<file path="src/design/edf_pkg.sv">
// shared types and codes for the edf tick scheduler
// request and result payloads, per-cell command bundle, function codes
// no dependencies
package edf_pkg;

    localparam int CFG_W  = 4;
    localparam int SLOT_W = 3;
    localparam int WORK_W = 16;
    localparam int OUT_TIME_W = 32;

    localparam logic [1:0] FUNC_LOAD    = 2'd0;
    localparam logic [1:0] FUNC_TICK    = 2'd1;
    localparam logic [1:0] FUNC_RESTART = 2'd2;

    typedef struct packed {
        logic [1:0]        func;
        logic [SLOT_W-1:0] task_slot;
        logic [WORK_W-1:0] period;
        logic [WORK_W-1:0] exec_time;
        logic [WORK_W-1:0] rel_deadline;
    } t_in_req;

    typedef struct packed {
        logic                  idle;
        logic [SLOT_W-1:0]     task_number;
        logic [OUT_TIME_W-1:0] tick_time;
        logic                  job_done;
    } t_out_res;

    // broadcast from the controller to every cell
    typedef struct packed {
        logic              load;
        logic              restart;
        logic [SLOT_W-1:0] slot;
        logic [WORK_W-1:0] period;
        logic [WORK_W-1:0] exec_time;
        logic [WORK_W-1:0] rel_deadline;
    } t_cell_cmd;

endpackage

</file>
<file path="src/design/edf_tick_scheduler.sv">
// Earliest-deadline-first scheduler over MAX_TASKS periodic task slots, one
// time unit per tick request. Load and restart requests take effect in the
// cycle they are accepted and give no result. A tick request runs the
// selection through a chain of slot cells, one cell per cycle, so a tick
// holds the input until the last cell has answered and its result is
// registered, and only then is the next request taken; a stalled output
// with a result still waiting holds it longer. The result register frees
// the input side while a result waits to be taken.
// depends on edf_pkg and edf_cell
module edf_tick_scheduler #(
    parameter int MAX_TASKS = 8,
    parameter int TIME_BITS = 32
) (
    input  logic                      i_clk,
    input  logic                      i_rst_n,
    input  logic                      i_cfg_we,
    input  logic [edf_pkg::CFG_W-1:0] i_cfg_wdata,
    input  logic                      i_in_valid,
    output logic                      o_in_stall,
    input  edf_pkg::t_in_req          i_in_req,
    output logic                      o_out_valid,
    input  logic                      i_out_stall,
    output edf_pkg::t_out_res         o_out_res
);

    localparam int IDX_BITS = (MAX_TASKS > 1) ? $clog2(MAX_TASKS) : 1;
    localparam int CNT_BITS = $clog2(MAX_TASKS + 1);
    localparam logic [TIME_BITS-1:0] TIME_MAX = '1;

    logic [edf_pkg::CFG_W-1:0] r_count;
    logic [TIME_BITS-1:0]      r_now, n_now;
    logic                      r_busy, n_busy;
    logic [CNT_BITS-1:0]       r_cnt, n_cnt;
    logic                      r_out_valid, n_out_valid;
    edf_pkg::t_out_res         r_out, n_out;

    logic                      w_accept;
    logic                      w_finish;
    logic [63:0]               w_now_ext;
    edf_pkg::t_cell_cmd        w_cmd;

    logic                      w_found [MAX_TASKS+1];
    logic [IDX_BITS-1:0]       w_idx   [MAX_TASKS+1];
    logic [TIME_BITS-1:0]      w_dl    [MAX_TASKS+1];
    logic                      w_fin   [MAX_TASKS+1];

    assign w_accept = i_in_valid && !r_busy;
    // chain has settled once every cell has seen the stable slot state
    assign w_finish = r_busy && (r_cnt == CNT_BITS'(MAX_TASKS))
                      && (!r_out_valid || !i_out_stall);

    always_comb begin
        w_cmd.load         = w_accept && (i_in_req.func == edf_pkg::FUNC_LOAD);
        w_cmd.restart      = w_accept && (i_in_req.func == edf_pkg::FUNC_RESTART);
        w_cmd.slot         = i_in_req.task_slot;
        w_cmd.period       = i_in_req.period;
        w_cmd.exec_time    = i_in_req.exec_time;
        w_cmd.rel_deadline = i_in_req.rel_deadline;
    end

    assign w_found[0] = 1'b0;
    assign w_idx[0]   = '0;
    assign w_dl[0]    = '0;
    assign w_fin[0]   = 1'b0;

    for (genvar g = 0; g < MAX_TASKS; g++) begin : g_cell
        logic w_grant;
        assign w_grant = w_finish && w_found[MAX_TASKS]
                         && (w_idx[MAX_TASKS] == IDX_BITS'(g));
        edf_cell #(
            .CELL_IDX  (g),
            .IDX_BITS  (IDX_BITS),
            .TIME_BITS (TIME_BITS)
        ) u_cell (
            .i_clk       (i_clk),
            .i_rst_n     (i_rst_n),
            .i_cmd       (w_cmd),
            .i_grant     (w_grant),
            .i_count     (r_count),
            .i_now       (r_now),
            .i_tok_found (w_found[g]),
            .i_tok_idx   (w_idx[g]),
            .i_tok_dl    (w_dl[g]),
            .i_tok_fin   (w_fin[g]),
            .o_tok_found (w_found[g+1]),
            .o_tok_idx   (w_idx[g+1]),
            .o_tok_dl    (w_dl[g+1]),
            .o_tok_fin   (w_fin[g+1])
        );
    end

    assign w_now_ext = 64'(r_now);

    always_comb begin
        n_now       = r_now;
        n_busy      = r_busy;
        n_cnt       = r_cnt;
        n_out_valid = r_out_valid;
        n_out       = r_out;
        if (r_out_valid && !i_out_stall) begin
            n_out_valid = 1'b0;
        end
        if (w_accept) begin
            if (i_in_req.func == edf_pkg::FUNC_TICK) begin
                n_busy = 1'b1;
                n_cnt  = '0;
            end else if (i_in_req.func == edf_pkg::FUNC_RESTART) begin
                n_now = '0;
            end
        end
        if (r_busy && (r_cnt != CNT_BITS'(MAX_TASKS))) begin
            n_cnt = r_cnt + CNT_BITS'(1);
        end
        if (w_finish) begin
            n_busy           = 1'b0;
            n_out_valid      = 1'b1;
            n_out.idle       = !w_found[MAX_TASKS];
            n_out.task_number = w_found[MAX_TASKS]
                                ? edf_pkg::SLOT_W'(w_idx[MAX_TASKS]) : '0;
            n_out.tick_time  = (w_now_ext > 64'hFFFF_FFFF)
                               ? '1 : w_now_ext[edf_pkg::OUT_TIME_W-1:0];
            n_out.job_done   = w_found[MAX_TASKS] && w_fin[MAX_TASKS];
            n_now            = (r_now == TIME_MAX) ? r_now : r_now + TIME_BITS'(1);
        end
    end

    always_ff @(posedge i_clk) begin
        if (!i_rst_n) begin
            r_count     <= '0;
            r_now       <= '0;
            r_busy      <= 1'b0;
            r_cnt       <= '0;
            r_out_valid <= 1'b0;
        end else begin
            if (i_cfg_we) begin
                r_count <= i_cfg_wdata;
            end
            r_now       <= n_now;
            r_busy      <= n_busy;
            r_cnt       <= n_cnt;
            r_out_valid <= n_out_valid;
        end
    end

    always_ff @(posedge i_clk) begin
        r_out <= n_out;
    end

    assign o_in_stall  = r_busy;
    assign o_out_valid = r_out_valid;
    assign o_out_res   = r_out;

endmodule

</file>
<file path="src/design/edf_cell.sv">
// one task slot of the edf scheduler: slot state plus one stage of the
// selection chain that compares its deadline against the incoming best
// depends on edf_pkg
module edf_cell #(
    parameter int CELL_IDX  = 0,
    parameter int IDX_BITS  = 3,
    parameter int TIME_BITS = 32
) (
    input  logic                        i_clk,
    input  logic                        i_rst_n,
    input  edf_pkg::t_cell_cmd          i_cmd,
    input  logic                        i_grant,
    input  logic [edf_pkg::CFG_W-1:0]   i_count,
    input  logic [TIME_BITS-1:0]        i_now,
    input  logic                        i_tok_found,
    input  logic [IDX_BITS-1:0]         i_tok_idx,
    input  logic [TIME_BITS-1:0]        i_tok_dl,
    input  logic                        i_tok_fin,
    output logic                        o_tok_found,
    output logic [IDX_BITS-1:0]         o_tok_idx,
    output logic [TIME_BITS-1:0]        o_tok_dl,
    output logic                        o_tok_fin
);

    localparam logic [TIME_BITS-1:0] TIME_MAX = '1;

    logic [edf_pkg::WORK_W-1:0] r_period, n_period;
    logic [edf_pkg::WORK_W-1:0] r_work, n_work;
    logic [edf_pkg::WORK_W-1:0] r_dline, n_dline;
    logic [edf_pkg::WORK_W-1:0] r_left, n_left;
    logic [TIME_BITS-1:0]       r_release, n_release;

    logic                 r_tok_found, n_tok_found;
    logic [IDX_BITS-1:0]  r_tok_idx, n_tok_idx;
    logic [TIME_BITS-1:0] r_tok_dl, n_tok_dl;
    logic                 r_tok_fin, n_tok_fin;

    logic                 w_enabled;
    logic                 w_eligible;
    logic [TIME_BITS:0]   w_dl_sum;
    logic [TIME_BITS-1:0] w_abs_dl;
    logic [TIME_BITS:0]   w_rel_sum;

    assign w_enabled  = int'(i_count) > CELL_IDX;
    assign w_eligible = w_enabled && (r_release <= i_now) && (r_left != '0);
    assign w_dl_sum   = {1'b0, r_release} + (TIME_BITS+1)'(r_dline);
    assign w_abs_dl   = w_dl_sum[TIME_BITS] ? TIME_MAX : w_dl_sum[TIME_BITS-1:0];
    assign w_rel_sum  = {1'b0, r_release} + (TIME_BITS+1)'(r_period);

    // strict less keeps the lower slot on a tie
    always_comb begin
        n_tok_found = i_tok_found;
        n_tok_idx   = i_tok_idx;
        n_tok_dl    = i_tok_dl;
        n_tok_fin   = i_tok_fin;
        if (w_eligible && (!i_tok_found || (w_abs_dl < i_tok_dl))) begin
            n_tok_found = 1'b1;
            n_tok_idx   = IDX_BITS'(CELL_IDX);
            n_tok_dl    = w_abs_dl;
            n_tok_fin   = (r_left == edf_pkg::WORK_W'(1));
        end
    end

    always_comb begin
        n_period  = r_period;
        n_work    = r_work;
        n_dline   = r_dline;
        n_left    = r_left;
        n_release = r_release;
        if (i_cmd.restart) begin
            n_period  = '0;
            n_work    = '0;
            n_dline   = '0;
            n_left    = '0;
            n_release = '0;
        end else if (i_cmd.load && (int'(i_cmd.slot) == CELL_IDX)) begin
            n_period  = i_cmd.period;
            n_work    = i_cmd.exec_time;
            n_dline   = i_cmd.rel_deadline;
            n_left    = i_cmd.exec_time;
            n_release = '0;
        end else if (i_grant) begin
            if (r_left == edf_pkg::WORK_W'(1)) begin
                n_left    = r_work;
                n_release = w_rel_sum[TIME_BITS] ? TIME_MAX : w_rel_sum[TIME_BITS-1:0];
            end else begin
                n_left = r_left - edf_pkg::WORK_W'(1);
            end
        end
    end

    always_ff @(posedge i_clk) begin
        if (!i_rst_n) begin
            r_period    <= '0;
            r_work      <= '0;
            r_dline     <= '0;
            r_left      <= '0;
            r_release   <= '0;
            r_tok_found <= 1'b0;
        end else begin
            r_period    <= n_period;
            r_work      <= n_work;
            r_dline     <= n_dline;
            r_left      <= n_left;
            r_release   <= n_release;
            r_tok_found <= n_tok_found;
        end
    end

    always_ff @(posedge i_clk) begin
        r_tok_idx <= n_tok_idx;
        r_tok_dl  <= n_tok_dl;
        r_tok_fin <= n_tok_fin;
    end

    assign o_tok_found = r_tok_found;
    assign o_tok_idx   = r_tok_idx;
    assign o_tok_dl    = r_tok_dl;
    assign o_tok_fin   = r_tok_fin;

endmodule

</file>
<file path="config.mk">
export PLATFORM = sky130hd
export DESIGN_NAME = edf_tick_scheduler
export DESIGN_NICKNAME = d
export VERILOG_FILES = /design/src/design/edf_pkg.sv /design/src/design/edf_tick_scheduler.sv /design/src/design/edf_cell.sv
export SDC_FILE = /design/constraint.sdc
export NUM_CORES = 2
export LEC_CHECK = 0
export BUFFER_PORTS_ARGS = -buffer_cell sky130_fd_sc_hd__buf_2
export CORE_MARGIN = 1.5
export CORE_UTILIZATION = 50
export CTS_CLUSTER_DIAMETER = 60
export DETAILED_ROUTE_END_ITERATION = 8
export GPL_ROUTABILITY_DRIVEN = 0
export PLACE_DENSITY = 0.64
export SLEW_MARGIN = 25
export SYNTH_ARGS = -nofsm -noshare
export SYNTH_HDL_FRONTEND = slang
export SYNTH_SLANG_ARGS = --single-unit
export TNS_END_PERCENT = 20
</file>
<file path="constraint.sdc">
create_clock -name i_clk -period 7.3 [get_ports i_clk]
set_clock_uncertainty 0.2 [all_clocks]
set_input_delay 1.46 -clock i_clk [delete_from_list [all_inputs] [get_ports i_clk]]
set_output_delay 1.46 -clock i_clk [all_outputs]
set_load 0.03 [all_outputs]
</file>
==> flow_summary.yaml <==
place:
  placed_cell_area_sq_um: 70200
  hpwl_mm: 178
  numPortBuffers: 100
global_route:
  antenna_found_initial: 22
  pin_count_of_the_biggest_net_entering_global_routing: 143
  grt_usage_pct: 34.6
  first_global_vias: 58600
  gr-total-overflow: 0
  first_pass_grt_wire_length_mm: 362
setup_path:
  critPathCaptureType: "flip-flop"
  worst_r2r_endpoint: "g_cell[3].u_cell.o_tok_dl[22]"
  path_max_fanout: 35
  worstSetupPathType: "flip-flop to flip-flop"
  cp.arrival_ns: 6.81
  reg2reg_slack_ns: 0.95
  cp-start-kind: "flip-flop"
  reg2reg_depth: 19
  cp.required_ns: 7.76
  reg_to_reg_startpoint: "g_cell[3].u_cell.r_release[0]"
yosys:
  syn-instance-count: 8315
  post-synth-top-count-cell: "nand2_1"
  synth_top_cell_area_share_pct: 31.4
  ys_ff_latch: 1104
  count_of_flip_flops_with_a_built_in_enable_after_synthesis: 37
  synth_fp_nets: 9141
  synth_area_leaders: "dfxtp_1 31%, ha_1 14%, nand2_1 7.8%, a21oi_1 6.7%, mux2_2 3.0%"
  postSynth.topFlopCell: "dfxtp_1"
  cell_type_with_the_highest_aggregate_area_in_the_netlist: "dfxtp_1"
  synth.yosys.seq_area_share_pct: 33.1
  syn_warnings: 0
  synth_commonest_cells: "1407 x nand2_1, 1067 x dfxtp_1, 916 x a21oi_1"
  syn_area_per_cell_sq_um: 8.17
  synth_cell_types: 99
  postSynth.asyncResetShare_pct: 0
  netlist_area_sq_um: 67900
outcome:
  outcome: "completed"
timing:
  unrepaired_setup_endpoints_after_global_routing: "no"
  setup_viol: 0
  timing.final.max_slew_violations: 0
  tightestPinTransition_ns: 1.09
  timing.max_slew.rel_slack_pct: 27.0
  final_layout_setup_total_negative_slack_ns: 0
  finalWorstPathRequiredPeriod_ns: 6.35
  layout_worst_path_cycle_share_pct: 87.0
  count_of_final_hold_check_violations: 0
  max_freq_mhz: 157
clocking:
  buffers_from_clock_root_to_sink_at_most: 3
  post-cts-setup-buffer-count: 0
  cts_made_buffers: 136
  cts_repair_resize_count: 0
  cts.clk_slew.worst_paths_ns: 0.06
  cts.hold.buffers_added: 0
  clock_sink_count: 1104
  h_tree_levels: 4
  clock_insertion_delay_worst_skew_ns: 0.80
  cts_tree: "built"
  cts_root_buffer: "clkbuf_16"
worst_hold_path:
  min_delay_worst_endpoint: "g_cell[6].u_cell.o_tok_idx[2]"
  whs_path_depth: 1
  hold_start: "g_cell[5].u_cell.o_tok_idx[2]"
  timing.hold.worst.class: "flip-flop to flip-flop"
detailed_routing:
  route.detailed.vias_per_inst: 6.17
  route.antenna.remaining_nets: 0
  postRouteWirelength_mm: 244
  first_iter_violations: 6716
  average_wire_length_per_cell_after_detail_routing_um: 23.9
  via_count: 63000
  post-route-drc-count: 0
  drt-pass1-iter-count: 6
floorplanning:
  die_y_um: 372
  start_util_pct: 50.3
  design.die.area_sq_um: 138000
  std_cell_rows: 135
  die_x_um: 372
  core_region_area_sq_um: 135000
  design.portCount: 101
power_and_ir_drop:
  p_per_area_nw_per_um2: 186
  max-vdd-ir-drop_mv: 0.298
  p_leak_uw: 0.0314
layout:
  final_nets: 9124
  final_design_area_no_fill_sq_um: 75100
  final_layout_size_suffix_gt1_share_pct: 8.73
  areaGrowthSynthToFinish_pct: 10.5
  postLayoutCoreUtil_pct: 55.6
  fill_cells: 12500
flow_run:
  maxCapViolations: 0
==> sequential cells by signal, summed over array words and instances (netlist names), 4 cells and up <==
register	flops
g_cell.u_cell.o_tok_found	8
g_cell.u_cell.o_tok_dl	224
g_cell.u_cell.r_left	128
r_count	4
g_cell.u_cell.o_tok_idx	17
r_cnt	4
g_cell.u_cell.r_dline	128
g_cell.u_cell.r_work	128
g_cell.u_cell.o_tok_fin	8
g_cell.u_cell.r_release	256
o_out_res	37
g_cell.u_cell.r_period	128
r_now	32
==> per-stage QoR <==
stage	instances	total power, uW	hold WS [ns]	setup WS, ns
final	10200	14000	0.194	0.948
after global routing	10200	14300	0.217	0.618
after CTS	10200	14000	0.201	1.04
after detailed placement	9940	6780	0.201	1.07
after global placement	9940	6780	0.196	1.15
after floorplan	8315	6550	0.186	1.84
==> layer usage <==
metal,GRT usage [%],up-vias,wire length (um)
met1,45.0,29900,101000
met5,0,-,103
met2,51.8,2606,103000
met3,6.95,613,21300
met4,22.9,16,17700
li1,-,29800,-
==> final cells by class <==
class | instances | area (sq um) | share of cell area (%)
inverter | 394 | 1480 | 1.97
multi-input combinational | 6437 | 42600 | 56.7
clock inverter | 74 | 1080 | 1.45
antenna | 6 | 15.0 | 0.0200
clock buffer | 177 | 3740 | 4.98
sequential | 1104 | 22500 | 29.9
timing repair buffer | 225 | 1480 | 1.98
tap | 1781 | 2230 | 2.97
==> placed cells by master (no fill, tap or decap), types with 18 or more instances in the layout <==
| cell type | Yosys | final |
|---|---|---|
| a2111oi_0 | 18 | 18 |
| a211o_1 | 19 | 19 |
| a211oi_1 | 86 | 86 |
| a21o_1 | 164 | 164 |
| a21oi_1 | 916 | 916 |
| a311oi_1 | 38 | 38 |
| a31oi_1 | 215 | 214 |
| and2_1 | 59 | 59 |
| and3_1 | 109 | 109 |
| and4_1 | 41 | 41 |
| buf_2 | 31 | 100 |
| buf_4 | 32 | 122 |
| bufinv_16 | 0 | 20 |
| clkbuf_1 | 278 | 25 |
| clkbuf_16 | 0 | 138 |
| dfxtp_1 | 1067 | 1067 |
| edfxtp_1 | 37 | 37 |
| ha_1 | 748 | 748 |
| inv_1 | 393 | 390 |
| mux2_1 | 21 | 21 |
| mux2_2 | 178 | 178 |
| mux2i_1 | 28 | 28 |
| nand2_1 | 1407 | 1402 |
| nand2b_1 | 77 | 77 |
| nand3_1 | 176 | 173 |
| nand4_1 | 123 | 123 |
| nor2_1 | 372 | 355 |
| nor2b_1 | 68 | 67 |
| nor3_1 | 173 | 167 |
| nor4_1 | 48 | 46 |
| o211ai_1 | 155 | 155 |
| o21a_1 | 75 | 75 |
| o21ai_0 | 358 | 358 |
| o21bai_1 | 30 | 30 |
| o31ai_1 | 33 | 33 |
| or2_2 | 25 | 25 |
| or3_1 | 50 | 48 |
| or4_1 | 22 | 22 |
| xnor2_1 | 196 | 196 |
| xor2_1 | 165 | 165 |
==> critical path, cell delays in order, from the launching register on <==
cell and delay, ns:
dfxtp_1 0.33, ha_1 0.24, fa_1 0.42, a21o_1 0.25
a2111oi_4 0.40, a21oi_2 0.16, a221o_1 0.37, a311o_1 0.49
nand2_1 0.49, nand2_1 0.10, mux2_2 0.29, ha_1 0.30
nand3_1 0.12, nor4_1 0.47, nand4_1 0.22, or3_1 0.40
a31oi_1 0.26, nor3b_4 0.06, buf_4 0.28, mux2_1 0.38
==> kinds of logic after synthesis <==
group,after synthesis,share of synthesized area [%]
buf+inv,774,4.57
flops,1104,33.1
compound gates,2285,20.8
simple gates,2800,19.0
fa+ha+maj,764,14.2
xor+xnor,361,4.65
mux,227,3.71
==> worst max path at each step <==
stage / startpoint / endpoint / slack [ns] / cells past startpoint
after global routing: g_cell[7].u_cell.r_release[0] / g_cell[7].u_cell.o_tok_fin / 0.62 / 20
after detailed placement: g_cell[3].u_cell.r_release[0] / g_cell[3].u_cell.o_tok_dl[21] / 1.07 / 19
after global placement: g_cell[3].u_cell.r_release[0] / g_cell[3].u_cell.o_tok_dl[24] / 1.15 / 21
after CTS: g_cell[3].u_cell.r_release[0] / g_cell[3].u_cell.o_tok_dl[22] / 1.04 / 19
after floorplan: g_cell[2].u_cell.r_release[0] / g_cell[2].u_cell.o_tok_dl[25] / 1.84 / 22
final: g_cell[3].u_cell.r_release[0] / g_cell[3].u_cell.o_tok_dl[22] / 0.95 / 19
==> report_power, final <==
| part | total (uW) | switching (uW) | internal, uW |
|---|---|---|---|
| registers | 6130 | 41.3 | 6090 |
| clock network | 7310 | 2930 | 4380 |
| logic | 541 | 408 | 132 |
| total | 14000 | 3380 | 10600 |
(Power assumes the default switching activity.)
